File: config.mk
export PLATFORM = sky130hd
export DESIGN_NAME = phase_current_offset_calibrator
export DESIGN_NICKNAME = d
export VERILOG_FILES = /design/src/pcoc_pkg.sv /design/src/phase_current_offset_calibrator.sv /design/src/pcoc_lane.sv /design/src/pcoc_merge.sv
export VERILOG_INCLUDE_DIRS = /design/src /design/src/src
export SDC_FILE = /design/constraint.sdc
export NUM_CORES = 2
export LEC_CHECK = 0
export BUFFER_PORTS_ARGS = -buffer_cell sky130_fd_sc_hd__buf_4
export CORE_MARGIN = 8
export CORE_UTILIZATION = 35
export CTS_CLUSTER_DIAMETER = 80
export DETAILED_ROUTE_END_ITERATION = 7
export PLACE_DENSITY = 0.57
export SLEW_MARGIN = 10
export SYNTH_ARGS = -nofsm -noshare
export SYNTH_HDL_FRONTEND = slang
export SYNTH_SLANG_ARGS = --single-unit
File: constraint.sdc
create_clock -name clk -period 19.9 [get_ports clk]
set_input_delay 4.975 -clock clk [delete_from_list [all_inputs] [get_ports clk]]
set_output_delay 4.975 -clock clk [all_outputs]
set_load 0.01 [all_outputs]
File: src/phase_current_offset_calibrator_macros.svh
// Assertion macros used by the calibrator top module.
`ifndef PHASE_CURRENT_OFFSET_CALIBRATOR_MACROS_SVH
`define PHASE_CURRENT_OFFSET_CALIBRATOR_MACROS_SVH

// Same-cycle implication, checked outside reset.
`define PCOC_ASSERT_NOW(label, clk, rst_n, cond, prop) \
    label: assert property (@(posedge clk) disable iff (!rst_n) (cond) |-> (prop)) \
        else $error("pcoc assertion failed");

// Next-cycle implication, checked outside reset.
`define PCOC_ASSERT_NEXT(label, clk, rst_n, cond, prop) \
    label: assert property (@(posedge clk) disable iff (!rst_n) (cond) |=> (prop)) \
        else $error("pcoc assertion failed");

`endif

File: src/pcoc_pkg.sv
package pcoc_pkg;

    localparam int ADC_BITS  = 14;
    localparam int CURRENT_W = 19;
    localparam int LANES     = 3;
    localparam int INSTANCES = 2;
    localparam int CFG_W     = 16;
    localparam int APB_DW    = 32;
    localparam int APB_AW    = 3;

    localparam logic [CFG_W-1:0]    CAL_COUNT_RESET = CFG_W'(500);
    localparam logic [CFG_W-1:0]    WEIGHT_RESET    = CFG_W'(3277);
    localparam logic [ADC_BITS-1:0] OFFSET_RESET    = ADC_BITS'(8196);

    // Register index, taken from paddr[2].
    localparam logic REG_CAL_COUNT  = 1'b0;
    localparam logic REG_AVG_WEIGHT = 1'b1;

    typedef logic [ADC_BITS-1:0]         sample_t;
    typedef logic signed [CURRENT_W-1:0] current_t;
    typedef logic [CFG_W-1:0]            cfg_t;

    typedef struct packed {
        logic    instance_req;
        sample_t sample_a;
        sample_t sample_b;
        sample_t sample_c;
    } sample_set_t;

    typedef struct packed {
        current_t current_a;
        current_t current_b;
        current_t current_c;
        logic     calibrating;
    } current_set_t;

    typedef struct packed {
        logic accept;
        logic update;
        logic inst;
    } lane_ctl_t;

endpackage

File: src/phase_current_offset_calibrator.sv
// Channel  | Handshake                    | Item
// ---------+------------------------------+--------------------------------------
// samples  | sample_valid / sample_stall  | sample_set: instance, phases A, B, C
// currents | current_valid / current_stall| current_set: currents A, B, C, flag
// config   | APB psel/penable/pwrite      | calibration_count, average_weight
//
// One item per cycle is accepted while sample_stall is low; results are registered.
// The offset update (one multiply per phase lane) finishes in the accept cycle,
// so items for the same instance follow each other without gaps.
// Reset clears the item counter, sets all six offsets to 8196 and loads the
// register reset values; no clearing pass is needed.
// A stalled result is held while one more item is taken into the lane stage.
module phase_current_offset_calibrator
    import pcoc_pkg::*;
(
    input  logic               clk,
    input  logic               rst_n,
    input  logic               sample_valid,
    output logic               sample_stall,
    input  sample_set_t        sample_set,
    output logic               current_valid,
    input  logic               current_stall,
    output current_set_t       current_set,
    input  logic               psel,
    input  logic               penable,
    input  logic               pwrite,
    input  logic [APB_AW-1:0]  paddr,
    input  logic [APB_DW-1:0]  pwdata,
    output logic [APB_DW-1:0]  prdata,
    output logic               pready
);

    `include "phase_current_offset_calibrator_macros.svh"

    cfg_t      cal_count_reg;
    cfg_t      weight_reg;
    cfg_t      items_seen_reg;
    logic      stage_valid_reg;
    logic      stage_cal_reg;

    logic      accept;
    logic      update;
    logic      advance;
    logic      cfg_write;
    lane_ctl_t ctl;
    sample_t   samples      [LANES];
    sample_t   stage_offset [LANES];
    sample_t   stage_sample [LANES];

    // Configuration port.
    assign pready    = 1'b1;
    assign cfg_write = psel && penable && pwrite && pready;

    always_ff @(posedge clk or negedge rst_n)
    begin
        if (!rst_n)
        begin
            cal_count_reg <= CAL_COUNT_RESET;
            weight_reg    <= WEIGHT_RESET;
        end
        else if (cfg_write)
        begin
            unique case (paddr[2])
                REG_CAL_COUNT:  cal_count_reg <= pwdata[CFG_W-1:0];
                REG_AVG_WEIGHT: weight_reg    <= pwdata[CFG_W-1:0];
                default:        ;
            endcase
        end
    end

    always_comb
    begin
        unique case (paddr[2])
            REG_CAL_COUNT:  prdata = APB_DW'(cal_count_reg);
            REG_AVG_WEIGHT: prdata = APB_DW'(weight_reg);
            default:        prdata = '0;
        endcase
    end

    // Input side and calibration counter.
    assign sample_stall = stage_valid_reg && !advance;
    assign accept       = sample_valid && !sample_stall;
    assign update       = items_seen_reg < cal_count_reg;

    assign ctl.accept = accept;
    assign ctl.update = update;
    assign ctl.inst   = sample_set.instance_req;

    assign samples[0] = sample_set.sample_a;
    assign samples[1] = sample_set.sample_b;
    assign samples[2] = sample_set.sample_c;

    always_ff @(posedge clk or negedge rst_n)
    begin
        if (!rst_n)
        begin
            items_seen_reg  <= '0;
            stage_valid_reg <= 1'b0;
        end
        else
        begin
            if (accept && update)
            begin
                items_seen_reg <= items_seen_reg + CFG_W'(1);
            end
            if (accept)
            begin
                stage_valid_reg <= 1'b1;
            end
            else if (advance)
            begin
                stage_valid_reg <= 1'b0;
            end
        end
    end

    always_ff @(posedge clk)
    begin
        if (accept)
        begin
            stage_cal_reg <= update;
        end
    end

    for (genvar p = 0; p < LANES; p++)
    begin : g_lane
        pcoc_lane u_lane (
            .clk          (clk),
            .rst_n        (rst_n),
            .ctl          (ctl),
            .sample       (samples[p]),
            .weight       (weight_reg),
            .stage_offset (stage_offset[p]),
            .stage_sample (stage_sample[p])
        );
    end

    pcoc_merge u_merge (
        .clk          (clk),
        .rst_n        (rst_n),
        .stage_valid  (stage_valid_reg),
        .stage_cal    (stage_cal_reg),
        .stage_offset (stage_offset),
        .stage_sample (stage_sample),
        .out_stall    (current_stall),
        .advance      (advance),
        .out_valid    (current_valid),
        .out_item     (current_set)
    );

    `PCOC_ASSERT_NEXT(a_accept_fills_stage, clk, rst_n, accept, stage_valid_reg)
    `PCOC_ASSERT_NEXT(a_count_steps, clk, rst_n, accept && update,
        items_seen_reg == $past(items_seen_reg) + CFG_W'(1))
    `PCOC_ASSERT_NEXT(a_count_holds, clk, rst_n, !(accept && update),
        $stable(items_seen_reg))
    `PCOC_ASSERT_NOW(a_stall_only_when_full, clk, rst_n, sample_stall,
        stage_valid_reg && current_valid)

endmodule

File: src/pcoc_lane.sv
module pcoc_lane
    import pcoc_pkg::*;
(
    input  logic      clk,
    input  logic      rst_n,
    input  lane_ctl_t ctl,
    input  sample_t   sample,
    input  cfg_t      weight,
    output sample_t   stage_offset,
    output sample_t   stage_sample
);

    localparam int DiffW = ADC_BITS + 1;
    localparam int WgtW  = CFG_W + 1;
    localparam int ProdW = DiffW + WgtW;

    sample_t offset_reg [INSTANCES];
    sample_t stage_offset_reg;
    sample_t stage_sample_reg;

    sample_t                  offset_cur;
    logic signed [DiffW-1:0]  diff;
    logic signed [WgtW-1:0]   wgt;
    logic signed [ProdW-1:0]  prod;
    logic        [DiffW-1:0]  delta;
    sample_t                  offset_next;

    assign offset_cur = offset_reg[ctl.inst];

    // The average is rewritten as offset + floor((sample - offset) * w / 2^16),
    // which needs one signed multiply. Taking the upper bits floors.
    assign diff  = signed'({1'b0, sample}) - signed'({1'b0, offset_cur});
    assign wgt   = signed'({1'b0, weight});
    assign prod  = ProdW'(diff) * ProdW'(wgt);
    assign delta = prod[CFG_W +: DiffW];

    always_comb
    begin
        if (ctl.update)
        begin
            offset_next = offset_cur + delta[ADC_BITS-1:0];
        end
        else
        begin
            offset_next = offset_cur;
        end
    end

    always_ff @(posedge clk or negedge rst_n)
    begin
        if (!rst_n)
        begin
            for (int i = 0; i < INSTANCES; i++)
            begin
                offset_reg[i] <= OFFSET_RESET;
            end
        end
        else if (ctl.accept && ctl.update)
        begin
            offset_reg[ctl.inst] <= offset_next;
        end
    end

    always_ff @(posedge clk)
    begin
        if (ctl.accept)
        begin
            stage_offset_reg <= offset_next;
            stage_sample_reg <= sample;
        end
    end

    assign stage_offset = stage_offset_reg;
    assign stage_sample = stage_sample_reg;

endmodule

File: src/pcoc_merge.sv
module pcoc_merge
    import pcoc_pkg::*;
(
    input  logic         clk,
    input  logic         rst_n,
    input  logic         stage_valid,
    input  logic         stage_cal,
    input  sample_t      stage_offset [LANES],
    input  sample_t      stage_sample [LANES],
    input  logic         out_stall,
    output logic         advance,
    output logic         out_valid,
    output current_set_t out_item
);

    localparam int DiffW = ADC_BITS + 1;
    localparam int CalcW = (ADC_BITS + 5 > CURRENT_W) ? ADC_BITS + 5 : CURRENT_W;

    logic         out_valid_reg;
    current_set_t out_reg;
    current_t     cur [LANES];

    // (offset - sample) * 10 as two shifted adds, wrapped to the output width.
    always_comb
    begin
        logic signed [DiffW-1:0] d;
        logic signed [CalcW-1:0] dx;
        logic signed [CalcW-1:0] scaled;
        for (int p = 0; p < LANES; p++)
        begin
            d      = signed'({1'b0, stage_offset[p]}) - signed'({1'b0, stage_sample[p]});
            dx     = CalcW'(d);
            scaled = (dx <<< 3) + (dx <<< 1);
            cur[p] = scaled[CURRENT_W-1:0];
        end
    end

    assign advance = !out_valid_reg || !out_stall;

    always_ff @(posedge clk or negedge rst_n)
    begin
        if (!rst_n)
        begin
            out_valid_reg <= 1'b0;
        end
        else if (advance)
        begin
            out_valid_reg <= stage_valid;
        end
    end

    always_ff @(posedge clk)
    begin
        if (advance && stage_valid)
        begin
            out_reg.current_a   <= cur[0];
            out_reg.current_b   <= cur[1];
            out_reg.current_c   <= cur[2];
            out_reg.calibrating <= stage_cal;
        end
    end

    assign out_valid = out_valid_reg;
    assign out_item  = out_reg;

endmodule

==> results by group <==
Min path
  – Min-Delay Path Depth: 0
  – Type of the worst min-delay path: reg -> reg
  – Min-Delay Endpoint: u_merge.out_item[0]
  – Hold path start: stage_cal_reg

Logic synthesis
  – Warnings, synthesis: 0
  – Syn Inst Count: roughly 4300
  – EDFF count, synth: 140
  – Synth area leader: fa_1
  – Cell area after synthesis: 40100 sq um
  – Most common cell in the netlist: inv_1
  – Post-synth top cells: inv_1 (771), nand2_1 (579), fa_1 (552), ha_1 (484), and2_1 (216)
  – Top cell type's share of synthesized area: 27.56%
  – Register area share after synthesis: 18.93%
  – FFs w/ async S/R, synth: 48.91%
  – Yosys reg bits: 274
  – Synth top area cells: fa_1 (28%), ha_1 (15%), edfxtp_1 (10%), inv_1 (7.2%), dfrtp_1 (6.8%)
  – Synth cell types: 77
  – Syn Area/Cell: 9.290 sq um
  – Ys flop type: edfxtp_1

Worst setup path
  – Capture point of the worst reg-to-reg path: g_lane[0].u_lane.stage_offset[13]
  – Crit Path Max Fanout: 30
  – R2r worst-path depth: 40
  – Critical Path RT: approximately 20 ns
  – CP startpoint kind: input port
  – R2r setup slk: approximately 9.2 ns
  – Crit path buffers/inverters: 4
  – Max incr delay on CP: 0.54 ns
  – Levels on crit path: 42
  – Reg-to-reg critical path startpoint: g_lane[0].u_lane.offset_reg[1]
  – Arr. time, crit path: 16.02 ns
  – Setup crit end kind: flip-flop
  – Top cell by count, worst path: fa_1
  – Critical path's slowest cell: buf_4
  – Crit path kind: in -> reg
  – CP delay by family, top: adder cells

STA
  – Fin crit period: about 16 ns
  – FMAX: around 64 MHz
  – Rel. slew slack: between 20% and 30%
  – Unrepaired setup endpoints after global routing: false
  – Setup violation total in the final timing report: 0
  – Final hold violations: 0
  – Pin slew with the least headroom to its limit: between 1 and 1.5 ns
  – Crit share post-route: approximately 79%
  – Slew Limit Fails: 0
  – Clock Skew: roughly 0.030 ns
  – Setup TNS Final: 0 ns

Global route
  – Grt met2 use: about 27%
  – Met3 global-route usage: under 10%
  – GRT Overall Usage: between 15 and 20%
  – Vias in the first global route: between 30000 and 40000
  – Largest net degree at the start of global routing: slightly below 80
  – Busiest layer in global routing: met2
  – Met1 Usage GRT: between 10% and 20%
  – Total global routing overflow: 0
  – First-pass GRT wire length: about 160000 um
  – Initial antenna violation count: 4

Clock tree
  – Num CTS Buffers: 31
  – CTS Sinks: roughly 270
  – Worst skew pair latency: just under 0.6 ns
  – Hold-fix buffers, CTS: 0
  – Reg clk slew, reported paths: approximately 0.060 ns
  – Clock Tree Buf Depth: 3
  – Cells resized by post-CTS repair: 0
  – CTS Root Buffer Type: clkbuf_16
  – CTS H-tree depth: 1
  – Setup Buffers After CTS: 0
  – CTS tree: yes

Routing
  – DR WL/cell: about 16 um
  – Vias/cell: about 4.8
  – Post-DRT Antenna Nets: 0
  – Via count: around 28000
  – Total iterations of the first detailed-routing run: 5
  – DRC: 0
  – Total Wirelength: between 90000 and 100000 um
  – Starting DRT DRC Count: 1216

Floorplanning
  – Die ar.: ~130000 sq um
  – I/O Pins: between 150 and 200
  – Starting Density: a little over a third
  – Die H: 354.5 um
  – Total core area: about 110000 sq um
  – Row count: ~120
  – Die Wd: approximately 350 um

Cells and area
  – Area Overhead vs Synth: 9.421%
  – Fillers: 11430
  – Multi-input gate area: 29030 sq um
  – Max reg flops: 84
  – Layout cell share with drive strength beyond 1: a little over 8%
  – Register area: 7589 sq um
  – Final nets: between 5000 and 6000

Place
  – HPWL after DPL: roughly 75000 um
  – Input/output buffers: ~140
  – Routability congestion estimate from global placement: between 0.8 and 0.9

Run status
  – Status: finished clean

Flow run
  – Number of max-cap violations: 0
[cells in the final DEF, fill, tap and decap left out, types with 17 or more instances in the layout]
master     netlist  final
inv_1          771    771
nand2_1        579    579
fa_1           552    552
ha_1           484    484
and2_1         216    215
buf_4           22    197
nor2_1         191    189
edfxtp_1       140    140
xnor2_1        138    127
dfrtp_1        109    109
a21oi_1        108    107
o21ai_0        104    104
nand2b_1        79     79
o21ai_1         77     77
nor2b_1         61     61
nor3_1          50     50
mux2i_1         45     45
xor2_1          45     44
a21o_1          38     38
mux2_2          38     38
clkbuf_16        0     31
nand3_1         31     29
o21bai_1        27     27
dfstp_2         25     25
conb_1           2     20
or2_2           18     18
and3_1          17     17
[metal layers]
| layer | wire length (um) | vias to the layer above |
|---|---|---|
| li1 | - | 13720 |
| met1 | 42520 | 14100 |
| met2 | 47020 | 449 |
| met3 | 3616 | 116 |
| met4 | 1798 | 0 |
| met5 | 0 | - |
[worst register-to-register path, delay by kind of cell (launching register included)]
| family | cells | cell delay, ns |
|---|---|---|
| adder cells (fa/ha/maj) | 9 | 3.68 |
| AND/OR/NAND/NOR | 9 | 1.82 |
| AO/OA/AOI/OAI | 15 | 3.25 |
| flip-flops | 1 | 0.38 |
| buffers and inverters | 2 | 0.09 |
| XOR/XNOR | 4 | 0.96 |
| multiplexers | 1 | 0.29 |
[through the flow]
stage                     instances  hold slack, ns  setup WS (ns)  utilization, %  cell area [sq um]
after detailed placement       5862          0.4321          3.599           37.62              42900
after floorplan                4334          0.4003          4.884               -              40160
final                          5921          0.4408          4.212           38.47              43870
after CTS                      5920          0.4465          4.210           38.47              43870
after global routing           5921          0.4492          3.421           38.47              43870
after global placement         5862          0.4045          3.669           37.62              42900
[how the worst max path moves through the flow]
stage,startpoint,to
floorplan,sample_set[42],g_lane[2].u_lane.stage_offset[13]
global placement,sample_set[42],g_lane[0].u_lane.stage_offset[13]
detailed placement,sample_set[42],g_lane[0].u_lane.stage_offset[13]
CTS,sample_set[42],g_lane[0].u_lane.stage_offset[13]
global route,sample_set[42],g_lane[0].u_lane.stage_offset[13]
finish,sample_set[42],g_lane[0].u_lane.stage_offset[13]
[layout make-up]
| cell class | count | area share [%] |
|---|---|---|
| Antenna cell | 1 | 0.005704 |
| Inverter | 773 | 6.613 |
| Timing Repair Buffer | 198 | 3.396 |
| Clock inverter | 13 | 0.2395 |
| Tap cell | 1512 | 4.312 |
| Multi-Input combinational cell | 3105 | 66.16 |
| Sequential cell | 274 | 17.30 |
| Clock buffer | 45 | 1.979 |
[cell families after synthesis]
| logic type | Yosys count | share of synthesized area [%] |
|---|---|---|
| adder cells (fa/ha/maj) | 1036 | 42.66 |
| other | 2 | 0.01873 |
| flip-flops | 274 | 18.93 |
| AND/OR/NAND/NOR | 1289 | 15.16 |
| multiplexers | 83 | 2.191 |
| buffers and inverters | 955 | 9.180 |
| AO/OA/AOI/OAI | 492 | 7.748 |
| XOR/XNOR | 185 | 4.116 |
Power is not shown: default switching activity piles up to over one toggle a cycle in this logic, so the estimate is an artifact.
